### src/design/gbn_pkg.sv
// Shared types and constants for the greedy box suppression block.
`timescale 1ns / 1ps
`default_nettype none
package gbn_pkg;

    localparam int COORD_W = 16;
    localparam int SCORE_W = 16;
    localparam int SLOT_W  = 6;
    localparam int THR_W   = 16;

    // configuration register indexes
    localparam logic CFG_MODE = 1'b0;
    localparam logic CFG_THR  = 1'b1;

    // overlap modes
    localparam logic MODE_IOU = 1'b0;
    localparam logic MODE_MIN = 1'b1;

    localparam logic [THR_W-1:0] THR_RESET = 16'h8000;

    typedef struct packed {
        logic signed [COORD_W-1:0] xmin;
        logic signed [COORD_W-1:0] ymin;
        logic signed [COORD_W-1:0] xmax;
        logic signed [COORD_W-1:0] ymax;
        logic [SCORE_W-1:0]        score;
        logic                      set_end;
        logic                      keep;
        logic [SLOT_W-1:0]         slot;
    } req_t;

    typedef struct packed {
        logic              mode;
        logic [THR_W-1:0]  thr;
    } cfg_t;

endpackage
`default_nettype wire

### src/design/gbn_front.sv
// Front end: accepts requests, assigns store slots and flags overflow.
`timescale 1ns / 1ps
`default_nettype none
module gbn_front #(
    parameter int MAX_BOXES = 64
) (
    input  wire                          clk,
    input  wire                          rst_n,
    input  wire                          in_valid,
    input  wire                          q_full,
    input  wire signed [15:0]            box_xmin,
    input  wire signed [15:0]            box_ymin,
    input  wire signed [15:0]            box_xmax,
    input  wire signed [15:0]            box_ymax,
    input  wire [15:0]                   box_score,
    input  wire                          set_end,
    output logic                         push,
    output gbn_pkg::req_t                req
);
    localparam int CNT_W = $clog2(MAX_BOXES + 1);

    logic [CNT_W-1:0] cnt_reg;
    logic [CNT_W-1:0] cnt_next;
    logic             keep;

    assign keep = (cnt_reg < CNT_W'(MAX_BOXES));
    assign push = in_valid && !q_full;

    always_comb
    begin
        req.xmin    = box_xmin;
        req.ymin    = box_ymin;
        req.xmax    = box_xmax;
        req.ymax    = box_ymax;
        req.score   = box_score;
        req.set_end = set_end;
        req.keep    = keep;
        req.slot    = gbn_pkg::SLOT_W'(cnt_reg);
    end

    always_comb
    begin
        cnt_next = cnt_reg;
        if (push)
        begin
            if (set_end)
                cnt_next = '0;
            else if (keep)
                cnt_next = cnt_reg + CNT_W'(1);
        end
    end

    always_ff @(posedge clk or negedge rst_n)
    begin
        if (!rst_n)
            cnt_reg <= '0;
        else
            cnt_reg <= cnt_next;
    end

endmodule
`default_nettype wire

### config.mk
export PLATFORM = sky130hd
export DESIGN_NAME = gbn_front
export DESIGN_NICKNAME = d
export VERILOG_FILES = /design/src/design/gbn_pkg.sv /design/src/design/gbn_front.sv
export SDC_FILE = /design/constraint.sdc
export NUM_CORES = 1
export LEC_CHECK = 0
export ABC_AREA = 1
export BUFFER_PORTS_ARGS = -buffer_cell sky130_fd_sc_hd__buf_2
export CORE_AREA = 2 2 68 70
export DETAILED_ROUTE_END_ITERATION = 10
export DIE_AREA = 0 0 70 72
export GPL_TIMING_DRIVEN = 0
export PLACE_DENSITY = 0.75
export SETUP_SLACK_MARGIN = 0.05
export SLEW_MARGIN = 30
export SYNTH_ARGS = -nofsm -noshare
export SYNTH_HDL_FRONTEND = slang
export SYNTH_SLANG_ARGS = --single-unit
### constraint.sdc
create_clock -name clk -period 2.3 [get_ports clk]
set_input_delay 0.115 -clock clk [delete_from_list [all_inputs] [get_ports clk]]
set_output_delay 0.115 -clock clk [all_outputs]
set_load 0.05 [all_outputs]
# Word-level counts from Yosys, hierarchy flattened
# Cells that the tools add are included.
[classes]
magnitude_cmp = 1
reduce_logical = 4
n_mux = 2
add_sub_neg = 1
[ops]
columns = ["cell", "count"]
rows = [
  ["7-bit two-way mux", 2],
  ["7-bit by 1-bit adder with 7-bit output, second input constant", 1],
  ["7-bit < comparator, second input constant", 1],
  ["2-bit AND reduction", 1],
  ["2-bit nonzero test", 1],
  ["1-bit logical AND", 1],
  ["1-bit zero test", 1],
]
[word_totals]
word_cells = 9
reg_bits = 7
in_bits = 85

# Logic depth before layout (Yosys ltp)
[depth]
ltp_word = 3
depth_mapped = 6
ltp_nobuf = 6

# Least setup slack after synthesis
# Ideal clock, no wire load.
[synth_path]
path_type = "reg2reg"
from = "reg cnt_reg[0]"
to = "reg cnt_reg[6]"
arrival_ns = 1.065
t_required_ns = 2.222
synth_period_minus_slack_ns = 1.143
setup_time_ns = 0.078
slack_ns = 1.157
n_path_buf = 0
path_stages_with_launch = 6
cell_sequence = "dfrtp_1 ha_1 nand2_1 nor2_2 nand4_1 a21boi_1"
[synth_between]
elab_chain_cells = 3
[synth_rtl]
columns = ["element", "line_no", "rtl"]
rows = [
  ["start: declaration", "gbn_front.sv:22", "logic [CNT_W-1:0] cnt_reg;"],
  ["start signal: assignment", "gbn_front.sv:58", "cnt_reg <= cnt_next;"],
  ["7-bit by 1-bit adder with 7-bit output / 7-bit < comparator (equally long branches)", "gbn_front.sv:49, gbn_front.sv:26", ""],
  ["7-bit two-way mux / 2-bit nonzero test (equally long branches)", "-", ""],
  ["7-bit two-way mux / 2-bit AND reduction (equally long branches)", "-", ""],
]
# Parallel ways exist; a longest one is shown, timed or not. The select of a mux whose other input is x is not followed.
# A chain may end at the register's enable or synchronous reset.

# Worst setup path after layout
[layout_path]
from = "reg cnt_reg[0]"
to = "reg cnt_reg[4]"
# The elaborated chain is that of the path after synthesis.

==> results.md <==
- Status: finished, final reports clean
- Vias per std cell: 3.76
- Seq/Total Area, Yosys: 0.164
- Xor/xnor cell area share of the yosys netlist: 0
- FMAX: 799 MHz
- CP endpoint kind: flop
- Max VDD drop: 0.000194 V
- Largest family of logic cells by synthesized area: buffers and inverters
- Pre-Repair DR Iteration Count: 4
- Pwr Total: 886 uW
- Distinct cells, synth: 17
- CTS tree: built
- CTS sink count: 7
- Final nets: 324
- Core area: 4260 um2
- Slew Viols, Final: 0
- Share of layout cells above drive strength 1: 0.814
- Simple-Gate Fraction of Synth Area: 0.114
- Ports: 174
- CTS Buffer Depth: 2
- Net Switching: 456 uW
- Num CTS Buffers: 3
- WL/cell: 9.09 um
- Adder-Cell Fraction of Synth Area: 0.0117
- Vias in the first global route: 857
- Routed vias: 1088
- Largest net degree at the start of global routing: 9
- CP max-delay cell: dfrtp_1
- Startpoint Class: flop
- Clock share of power: 0.194
- Number of DRC markers in iteration 0: 26
- ANT cells: 0
- Max reg flops: 7
- Die Y: 72 um
- WS Path Type: reg -> reg
- Reg clk slew, reported paths: 0.04 ns
- Port bufs: 93
- Compound-Gate Fraction of Synth Area: 0.0689
- Crit path time final: 1.25 ns
- H-tree depth: 1
- Mapped Cells: 139
- Sum of negative setup slack: 0 ns
- Slowest stage delay, CP: 0.47 ns
- Area delta synth->final: 54.7%
- Worst slew pin tran: 0.264 ns
- Switching Share: 0.515
- Final Instance Area: 1660 um2
- Die area: 5040 um2
- Final setup vio count: 0
- Clock skew: 0.00273 ns
- DRC Markers: 0
- Gate power share: 0.628
- Post-synthesis cell area: 1070 um2
- Sequential share of power: 0.178
- Hold violation count in the final report: 0
- Worst Hold Class: in -> reg
- Cell Count, Final, Fillers Out: 289
- Worst path most repeated cell: nand2_1
- DP HPWL: 2.35 mm
- Initial Util: 0.251
- First-pass GRT wire length: 3.57 mm
- Die width: 70 um
- FILL cells: 441
- Final WL: 2.63 mm
- Setup repair after global routing missed its margin: no
- Clk root buf: clkbuf_8
- Leak: 0.00102 uW
- Rel. slew slack: 0.824
- Synth Net Count: 225
- CP cell instances: ha_1 -> nand2_1 -> nor2_2 -> nand3_1 -> nand2_1 -> nor2_1
- Placed cells: 284
- Initial antenna violation count: 0
- Gr usage total: 0.0894
- Internal: 430 uW
- Max-cap violations: 0
- Synth Warn #: 0
- Post-route ant nets: 0
- CP arrival: 1.37 ns
- Yosys reg bits: 7
- Critical Path RT: 2.42 ns
- Cell row count: 24
- Placed Area: 1600 um2
- Worst skew pair latency: 0.23 ns
- Syn avg cell area: 7.71 um2
- Total grt overflow: 0
- Routability Congestion: 0.801
- Crit-path max FO: 8
- Cell Pwr Density: 535 nW/um2
- Mux contribution to synthesized area: 0
- Final period utilization: 0.544
==> power by group through the flow <==
stage | sequential (uW) | clock [uW] | combinational (uW)
after floorplan | 153 | 0 | 473
after global placement | 158 | 0 | 554
after detailed placement | 159 | 0 | 559
after CTS | 157 | 177 | 560
after global routing | 160 | 187 | 580
final | 157 | 172 | 556
==> Yosys cell counts <==
master	count	area, um2
o21ai_0	2	10.0
buf_4	88	661
a21boi_1	1	7.51
nand3_1	3	15.0
nand2_2	1	6.26
nand2_1	15	56.3
a21oi_4	1	16.3
inv_2	1	3.75
nand4_1	4	25.0
inv_1	6	22.5
nor2_1	2	7.51
nor2_2	2	12.5
a21oi_1	1	5.00
o21ai_2	3	26.3
a21oi_2	1	8.76
ha_1	1	12.5
dfrtp_1	7	175
==> routing by layer <==
metal / up-vias / share of wire / GRT usage
li1: 541 / - / -
met1: 451 / 0.33 / 0.100
met2: 92 / 0.52 / 0.157
met3: 4 / 0.12 / 0.00833
met4: 0 / 0.023 / 0.0705
met5: - / 0 / 0
==> layout by cell type (no fill, tap or decap) <==
cell type,count
a21boi_1,1
a21oi_1,1
a21oi_2,1
a21oi_4,1
buf_2,93
buf_4,88
clkbuf_1,1
clkbuf_8,3
dfrtp_1,7
dlygate4sd3_1,1
ha_1,1
inv_1,6
inv_2,1
nand2_1,15
nand2_2,1
nand3_1,3
nand4_1,4
nor2_1,2
nor2_2,2
o21ai_0,2
o21ai_2,3
==> through the flow <==
| stage | hold WS [ns] | worst slack, ns | utilization |
|---|---|---|---|
| global route | 0.269 | 0.913 | 0.388 |
| CTS | 0.227 | 1.04 | 0.388 |
| floorplan | -0.181 | 1.16 | - |
| finish | 0.230 | 1.05 | 0.388 |
| global placement | -0.0445 | 1.05 | 0.376 |
| detailed placement | -0.0433 | 1.04 | 0.376 |
==> final cells by class <==
cell class | instances | area (um2) | area share
Inverter | 7 | 26.3 | 0.0159
Tap cell | 52 | 65.1 | 0.0393
Buffer | 88 | 661 | 0.399
Sequential cell | 7 | 175 | 0.106
Clock buffer | 4 | 45.0 | 0.0272
Multi-Input combinational cell | 37 | 209 | 0.126
Timing Repair Buffer | 94 | 475 | 0.287
==> worst max-delay path: cells and delay by family (launching register included) <==
family | cells | cell delay [ns]
flip-flops | 1 | 0.47
AND/OR/NAND/NOR | 5 | 0.45
adder cells (fa/ha/maj) | 1 | 0.23
==> repair_timing <==
item / 4_1_cts / 5_1_grt
gates resized for setup: 0 / 0
hold buffers: 1 / 0
endpoints found under the hold margin: 7 / 0
setup buffers: 0 / 0
==> logic make-up (layout without fill, tap and decap cells) <==
| family | count (synthesis) | count (layout) |
|---|---|---|
| buf+inv | 95 | 193 |
| simple gates | 27 | 27 |
| compound gates | 9 | 9 |
| flops | 7 | 7 |
| fa+ha+maj | 1 | 1 |
==> path summary, 6_finish.rpt <==
path	start	to	slack (ns)	depth (start not counted)
min in group asynchronous	rst_n	cnt_reg[5]$_DFFE_PN0P_	0.26	2
worst max register to register	cnt_reg[0]$_DFFE_PN0P_	cnt_reg[4]$_DFFE_PN0P_	1.05	6
max in group asynchronous	rst_n	cnt_reg[1]$_DFFE_PN0P_	1.88	2
worst max-delay path	cnt_reg[0]$_DFFE_PN0P_	cnt_reg[4]$_DFFE_PN0P_	1.05	6
worst min register to register	cnt_reg[5]$_DFFE_PN0P_	cnt_reg[5]$_DFFE_PN0P_	0.58	2
worst min-delay path	q_full	cnt_reg[6]$_DFFE_PN0P_	0.23	4
Power figures use the tool's default switching activity.
