--- config.mk ---
export PLATFORM = sky130hd
export DESIGN_NAME = gbn_queue
export DESIGN_NICKNAME = d
export VERILOG_FILES = /design/src/design/gbn_pkg.sv /design/src/design/gbn_queue.sv
export SDC_FILE = /design/constraint.sdc
export NUM_CORES = 1
export LEC_CHECK = 0
export ABC_AREA = 1
export BUFFER_PORTS_ARGS = -buffer_cell sky130_fd_sc_hd__buf_2
export CORE_UTILIZATION = 43
export CTS_CLUSTER_DIAMETER = 40
export DETAILED_ROUTE_END_ITERATION = 7
export GPL_ROUTABILITY_DRIVEN = 0
export HOLD_SLACK_MARGIN = 0.02
export MAX_ROUTING_LAYER = met4
export PLACE_DENSITY = 0.67
export REMOVE_ABC_BUFFERS = 1
export SLEW_MARGIN = 30
export SYNTH_ARGS = -nofsm -noshare
export SYNTH_HDL_FRONTEND = slang
export SYNTH_SLANG_ARGS = --single-unit
--- constraint.sdc ---
create_clock -name clk -period 6.5 [get_ports clk]
set_input_delay 1.625 -clock clk [delete_from_list [all_inputs] [get_ports clk]]
set_output_delay 1.625 -clock clk [all_outputs]
set_load 0.02 [all_outputs]
--- src/design/gbn_pkg.sv ---
// Shared types and constants for the greedy box suppression block.
`timescale 1ns / 1ps
`default_nettype none
package gbn_pkg;

    localparam int COORD_W = 16;
    localparam int SCORE_W = 16;
    localparam int SLOT_W  = 6;
    localparam int THR_W   = 16;

    // configuration register indexes
    localparam logic CFG_MODE = 1'b0;
    localparam logic CFG_THR  = 1'b1;

    // overlap modes
    localparam logic MODE_IOU = 1'b0;
    localparam logic MODE_MIN = 1'b1;

    localparam logic [THR_W-1:0] THR_RESET = 16'h8000;

    typedef struct packed {
        logic signed [COORD_W-1:0] xmin;
        logic signed [COORD_W-1:0] ymin;
        logic signed [COORD_W-1:0] xmax;
        logic signed [COORD_W-1:0] ymax;
        logic [SCORE_W-1:0]        score;
        logic                      set_end;
        logic                      keep;
        logic [SLOT_W-1:0]         slot;
    } req_t;

    typedef struct packed {
        logic              mode;
        logic [THR_W-1:0]  thr;
    } cfg_t;

endpackage
`default_nettype wire

--- src/design/gbn_queue.sv ---
// Two-entry request queue between front and back.
`timescale 1ns / 1ps
`default_nettype none
module gbn_queue (
    input  wire             clk,
    input  wire             rst_n,
    input  wire             push,
    input  gbn_pkg::req_t   push_req,
    input  wire             pop,
    output logic            full,
    output logic            not_empty,
    output gbn_pkg::req_t   head
);
    gbn_pkg::req_t ent_reg [2];
    logic          wp_reg;
    logic          rp_reg;
    logic [1:0]    cnt_reg;

    assign full      = (cnt_reg == 2'd2);
    assign not_empty = (cnt_reg != 2'd0);
    assign head      = ent_reg[rp_reg];

    always_ff @(posedge clk)
    begin
        if (push)
            ent_reg[wp_reg] <= push_req;
    end

    always_ff @(posedge clk or negedge rst_n)
    begin
        if (!rst_n)
        begin
            wp_reg  <= 1'b0;
            rp_reg  <= 1'b0;
            cnt_reg <= 2'd0;
        end
        else
        begin
            if (push)
                wp_reg <= ~wp_reg;
            if (pop)
                rp_reg <= ~rp_reg;
            cnt_reg <= cnt_reg + 2'(push) - 2'(pop);
        end
    end

endmodule
`default_nettype wire

* Word-level counts from Yosys, hierarchy flattened
Memories as Yosys holds them, arrays and structs flattened.
Cells that the tools add are included.
** Storage, ports and cells
- Flip-flop bits (word level) :: 4
- Bits in writable memories :: 176
- Bits of input ports :: 92
- Output and inout port bits :: 90
- Word-level logic and storage cells :: 12
- Memories :: 1
** Memory list
- ent_reg :: words 2, bits a word 88, rd ports 1, clocked after Yosys merged registers in 0, wr ports 1, line gbn_queue.sv:14 : gbn_pkg::req_t ent_reg [2];
** Cells by class
- Add/subtract/negate cells :: 2
- Equal/unequal tests :: 1
- Muxes and demuxes :: 2
- Bitwise logic cells :: 2
- Reduce and logical (&&, ||, !) cells :: 1
** Operators with widths (count)
- 2-bit by 1-bit adder with 2-bit output :: 1
- 2-bit == test, second input constant :: 1
- 1-bit two-way mux :: 2
- 1-bit NOT :: 2
- 2-bit nonzero test :: 1
- 2-bit by 1-bit subtractor with 2-bit output :: 1

* Depth between registers and ports, before layout
Gate-level depths: netlist (run 1).
- Depth after elaboration :: 2
- Mapped depth :: 7
- Depth with buffers taken out :: 7

* Worst setup path before layout (run 1)
Ideal clock, no wire load.
- Path type :: input to register
- Start :: input push
- End :: memory ent_reg[0][0] in the netlist's numbering, enable pin
- Setup time :: 537 ps
- Data arrival time :: 5350 ps
- Data required time :: 5963 ps
- Path slack :: 612 ps
- Stages :: 2
- Path buffers :: 0
- Cells stage by stage :: inv_1 > nor2_1
** Between the ends
- Word-level cells in the longest chain between the ends :: 2
** Ends and longest elaborated chain
- start, declared :: line gbn_queue.sv:7 : input wire push,
- 1-bit two-way mux :: line gbn_queue.sv:25 : if (push)
- 1-bit two-way mux (implied by the code) :: line gbn_queue.sv:26 : ent_reg[wp_reg] <= push_req;
- end, declared :: line gbn_queue.sv:14
No other way between the ends.

==> out/metrics.yaml, run 1 <==
finClkSkew_ps: 7.091
grt_usage_pct: 16.29
irDropWorstVdd_mv: 0.2364
cts_made_buffers: 17
grt_pass1_wl_mm: 18.83
sequential_cell_area_in_the_final_layout_sq_um: 5389
timing.max_slew.rel_slack_pct: 50.19
whs_path_depth: 1
rsz0062_at_grt: "false"
outcome: "complete, no violations"
static-leakage-power_nw: 3.641
period_share_pct: 58.16
timing.final.hold_violations: 0
grt_antenna_before_repair: 1
num_vias: 4028
timing.critical_path.required_ps: 4880
hpwlAfterDp_mm: 7.987
dieArea_sq_um: 16160
path_cells: "buf_4 > nand2_1 > o21ai_0 > buf_2"
hp-class: "reg2reg"
core_area_sq_um: 15260
endpoint_kind: "primary output"
ioPinCount: 182
flip_flop_count_of_the_largest_register_after_layout: 176
die_h_microns: 127.1
io_buffer_count: 181
clock_latency_ps: 430
cts_htree_levels: 4
comb_power_share_pct: 30.1
power.share.sequential_pct: 41.4
ctsRootBufferMaster: "sky130_fd_sc_hd__clkbuf_16"
crit_fanout: 61
drt_iter0_markers: 241
rr_worst_depth: 3
finish.net_count: 764
detail_route.wirelength_mm: 12.23
maxClockFrequency_ghz: 0.2645
syn_avg_cell_area_sq_um: 13.91
netlist_area_sq_um: 6730
maxCapViolations: 0
multi_input_comb_area_sq_um: 859.6
drt-wirelength-per-cell_microns: 13.66
synth.yosys.seq_area_share_pct: 80.01
path_clk_slew_ps: 60
floorplan.rows: 45
power.switching_fraction_pct: 34.04
share_clk_of_total_power_pct: 28.5
timing_worst_setup_path_type: "reg2out"
cts_tree: "built"
internal_power_mw: 2.618
setup-violations-final: 0
vias_in_the_first_global_route: 3933
cts-root-to-sink-buffers: 2
worst_setup_path_start_kind: "flop"
tightest_slew_ps: 747.1
area.growth.synth_to_final_pct: 26.16
clock_sink_count: 180
postPlaceCellArea_sq_um: 7807
fin_setup_tns_ps: 0
cts_hold_buf: 0
cts_setup_buffers: 0
antenna_violating_nets_left: 0
via_per_inst: 4.501
final.fill_count: 1245
power-per-cell-area_nw_per_um2: 467.5
fin_area_sq_um: 8491
post_route_cells_drive_above_1_share_pct: 31.63
crit_arrival_ps: 2160
critical-path-max-stage-delay_ps: 750
drcViolationCount: 0
gr-total-overflow: 0
slowest_cell_on_the_critical_path: "sky130_fd_sc_hd__dfrtp_4"
timing.final.max_slew_violations: 0
total_switching_power_mw: 1.351
drtPass1Iterations: 4
postCtsResizedCells: 0
grt_start_max_net_pins: 118
synth.ff_latch_count: 180
count_of_synthesis_stage_warnings_from_yosys: 0
floorplan.die.width_microns: 127.1
initial_utilization_pct: 44.11
synth_instances: 484
yosys.cell_types.count: 13
finalWorstPathRequiredPeriod_ps: 3780
## logic make-up (layout without fill, tap and decap cells)
family          after synthesis  count (layout)  synth area share (%)
simple gates                 98              98                 5.484
xor+xnor                      2               2                0.2603
fa+ha+maj                     2               2                0.3718
flops                       180             180                 80.01
compound gates               88              88                 6.544
other cells                   0               1                     0
buf+inv                     114             313                 7.325
## layout make-up
| cell class | count | area share (%) |
|---|---|---|
| Sequential cell | 180 | 63.47 |
| Timing Repair Buffer | 186 | 11.26 |
| Multi-Input combinational cell | 190 | 10.12 |
| Clock buffer | 22 | 5.349 |
| Inverter | 95 | 4.229 |
| Tap cell | 211 | 3.109 |
| Clock inverter | 10 | 2.431 |
| Antenna cell | 1 | 0.02947 |
## power by group through the flow
stage          clock network (mW)  registers, mW  logic, mW
2_1_floorplan                   0           1.72      0.718
3_5_place_dp                    0           1.71       1.15
4_1_cts                      1.16           1.69       1.16
5_1_grt                      1.20           1.67       1.31
3_3_place_gp                    0           1.70       1.13
6_report                     1.13           1.64       1.19
## synthesized netlist by cell type, drive strengths merged
master | n | area (sq um)
inv | 95 | 356.6
ha | 2 | 25.02
xor2 | 2 | 17.52
nand3 | 1 | 5.000
clkbuf | 4 | 15.01
nand2 | 95 | 356.6
dfrtp | 4 | 100.1
o21ai | 88 | 440.4
edfxtp | 176 | 5285
buf | 15 | 121.4
nor2 | 2 | 7.510
## through the flow
step,hold WS [ps],std cells,util (%),power [mW],worst slack (ps)
final,556.0,895,55.65,3.969,2720
after global placement,532.4,861,51.17,2.833,2800
after global routing,585.0,895,55.65,4.179,2476
after detailed placement,546.6,861,51.17,2.868,2746
after CTS,554.8,893,55.50,4.009,2266
after floorplan,463.4,465,-,2.436,612.2
## cells in the final DEF (no fill, tap or decap), drive strengths merged
cell type / instances
nor2: 2
o21ai: 88
diode: 1
bufinv: 6
nand2: 95
ha: 2
nand3: 1
xor2: 2
clkinv: 4
buf: 186
dfrtp: 4
clkbuf: 22
edfxtp: 176
inv: 95
## final timing paths
| kind | startpoint | endpoint | slack, ps |
|---|---|---|---|
| setup reg to reg | wp_reg | ent_reg[1][0] | 4500 |
| setup / recovery | rp_reg | head[53] | 2720 |
| hold reg to reg | wp_reg | wp_reg | 560 |
| hold / removal | wp_reg | wp_reg | 560 |
| min in group asynchronous | rst_n | rp_reg | 1000 |
| max in group asynchronous | rst_n | rp_reg | 5360 |
## critical path, delay by kind of cell, from the launching register on
| kind | cells | cell delay [ps] |
|---|---|---|
| buffers and inverters | 2 | 740 |
| and+or+nand+nor | 1 | 80 |
| AOI/OAI and AO/OA | 1 | 130 |
| DFF | 1 | 750 |
## per-layer routing
| layer | global-route usage, % | up-vias | wire length, microns |
|---|---|---|---|
| met1 | 17.75 | 1868 | 5079 |
| met2 | 26.89 | 139 | 6048 |
| met3 | 5.695 | 17 | 872 |
| li1 | - | 2004 | - |
| met5 | - | - | 0 |
| met4 | 7.493 | 0 | 226 |
(Power assumes the default switching activity.)
==> run 2, diff against run 1 <==
clock period = 3.9 ns   (was 6.5 ns; I/O delays follow)
==> run 2 against run 1 <==
Compared with the run above:
- die area unchanged
- sequential cell count unchanged
- combinational power increased by 65%
- core utilization increased by 0.14 points
- via count decreased by 0.45%
- sequential power increased by 68%
- first-iteration DRC count increased by 28%
- wire length decreased by 2.3%
- worst setup slack got worse by 1900 ps
- count of clock-buffer cells in the layout decreased by 5
- register-to-register slack got worse by 2300 ps
- power increased by 67%
- critical path type unchanged
- critical endpoint is now head[57]
- largest cell class unchanged
==> out/metrics.yaml, run 2 (synthesis gave the netlist of run 1 again) <==
outcome: "complete, no violations"
cts_hold_buf: 0  # unchanged
initial_utilization_pct: 44.11  # unchanged
clock_sink_count: 180  # unchanged
tightest_slew_ps: 737.7  # -9.472 ps
cts_tree: "built"
cts-root-to-sink-buffers: 2  # unchanged
timing_worst_setup_path_type: "reg2out"
mostFrequentLayoutCells: "sky130_fd_sc_hd__buf_2 (181), sky130_fd_sc_hd__edfxtp_1 (176), sky130_fd_sc_hd__nand2_1 (95)"
power-per-cell-area_nw_per_um2: 780.7  # +67%
cts_htree_levels: 4  # unchanged
fin_area_sq_um: 8512  # +0.25%
comb_power_share_pct: 29.5  # -0.6 points
static-leakage-power_nw: 3.653  # +0.34%
grt_usage_pct: 16.06  # -0.23 points
via_per_inst: 4.485  # -0.34%
period_share_pct: 78.35
postPlaceCellArea_sq_um: 7840  # +0.42%
core_area_sq_um: 15260  # unchanged
maxClockFrequency_ghz: 0.3273
grt_start_max_net_pins: 79  # -33%
gr-total-overflow: 0  # unchanged
power.share.sequential_pct: 41.5  # about the same
area.growth.synth_to_final_pct: 26.47
hp-class: "in2async"
cts_made_buffers: 17  # unchanged
worst_setup_path_start_kind: "flop"
power.switching_fraction_pct: 34.39  # +0.35 points
antenna_violating_nets_left: 0  # unchanged
antenna_cells: 0  # -1
worst_slack_ps: 844.3  # -1876 ps
sequential_cell_area_in_the_final_layout_sq_um: 5389  # unchanged
grt_antenna_before_repair: 0  # -1
num_vias: 4010  # -0.45%
finalWorstPathRequiredPeriod_ps: 3056
setup-violations-final: 0  # unchanged
detail_route.wirelength_mm: 11.95  # -2.3%
timing.final.hold_violations: 0  # unchanged
rsz0062_at_grt: "false"
share_clk_of_total_power_pct: 28.9  # +0.4 points
met2_capacity_usage_during_global_routing_pct: 25.89  # -1.0 points
path_cells: "buf_4 > nand2_1 > o21ai_0 > buf_2"
leading_cell_type_in_the_layout_fill_and_taps_excluded: "sky130_fd_sc_hd__buf_2"
drtPass1Iterations: 4  # unchanged
internal_power_mw: 4.360  # +67%
drt-wirelength-per-cell_microns: 13.37  # -2.2%
maxCapViolations: 0  # unchanged
met1_usage_pct: 18.69  # +0.95 points
critical-path-max-stage-delay_ps: 890  # +140 ps
floorplan.rows: 45  # unchanged
crit_arrival_ps: 2080  # -80 ps
grt_pass1_wl_mm: 18.82  # about the same
clock_latency_ps: 420  # about the same
endpoint_kind: "primary output"
post-layout-total-power_mw: 6.645  # +67%
finClkSkew_ps: 4.576  # -2.516 ps
fin_setup_tns_ps: 0  # unchanged
final.fill_count: 1273  # +2.2%
timing.critical_path.required_ps: 2920  # -1960 ps
crit_fanout: 78  # +28%
postCtsResizedCells: 0  # unchanged
ctsRootBufferMaster: "sky130_fd_sc_hd__clkbuf_16"
slowest_cell_on_the_critical_path: "sky130_fd_sc_hd__dfrtp_4"
pre_cts_ws_ps: 1265  # -1481 ps
vias_in_the_first_global_route: 3941  # +0.20%
cts_setup_buffers: 0  # unchanged
io_buffer_count: 181  # unchanged
flip_flop_count_of_the_largest_register_after_layout: 176  # unchanged
floorplan.die.width_microns: 127.1  # unchanged
multi_input_comb_area_sq_um: 859.6  # unchanged
irDropWorstVdd_mv: 0.3518  # +49%
whs_ps: 342.6  # -213.4 ps
post_route_cells_drive_above_1_share_pct: 32.36  # +0.73 points
ioPinCount: 182  # unchanged
timing.max_slew.rel_slack_pct: 50.82  # +0.63 points
total_switching_power_mw: 2.286  # +69%
top_usage_layer: "met2"
grt.met3_usage_pct: 4.816  # -0.88 points
path_clk_slew_ps: 70  # about the same
dieArea_sq_um: 16160  # unchanged
die_h_microns: 127.1  # unchanged
hpwlAfterDp_mm: 7.861  # -1.6%
drcViolationCount: 0  # unchanged
finish.net_count: 764  # unchanged
drt_iter0_markers: 309  # +28%
timing.final.max_slew_violations: 0  # unchanged
## run 2: critical path, delay by kind of cell (launching register included)
family          cells  cell delay [ps]
compound gates      1               90
buf+inv             2              590
flops               1              890
simple gates        1               70
## run 2: final cells by class
| class | count | area share [%] |
|---|---|---|
| Clock buffer | 17 | 4.998 |
| Inverter | 95 | 4.219 |
| Tap cell | 211 | 3.102 |
| Multi-Input combinational cell | 190 | 10.10 |
| Clock inverter | 15 | 2.896 |
| Timing Repair Buffer | 186 | 11.38 |
| Sequential cell | 180 | 63.31 |
## run 2: worst paths after layout
kind,start,endpoint,slack (ps),cells after the start
min,rst_n,cnt_reg[0],340,1
max,rp_reg,head[57],840,4
min reg2reg,wp_reg,wp_reg,560,1
max in group asynchronous,rst_n,rp_reg,3420,1
min in group clk,wp_reg,wp_reg,560,1
max reg2reg,wp_reg,ent_reg[1][35],2170,3
## run 2: metal layers
metal,part of all wire (%),up-vias
li1,-,2002
met1,43,1868
met2,50,124
met3,5.8,16
met4,1.8,0
met5,0,-
## run 2: stage by stage
stage          instances  util (%)
2_1_floorplan        465         -
3_3_place_gp         862     51.38
5_1_grt              894     55.79
3_5_place_dp         862     51.38
4_1_cts              894     55.79
6_report             894     55.79
## run 2: power groups by stage
stage	Sequential, mW	Clock (mW)	Combinational (mW)
2_1_floorplan	2.86	0	1.20
3_3_place_gp	2.79	0	1.96
3_5_place_dp	2.81	0	2.00
4_1_cts	2.77	1.97	2.00
5_1_grt	2.81	2.05	2.15
6_report	2.76	1.92	1.96
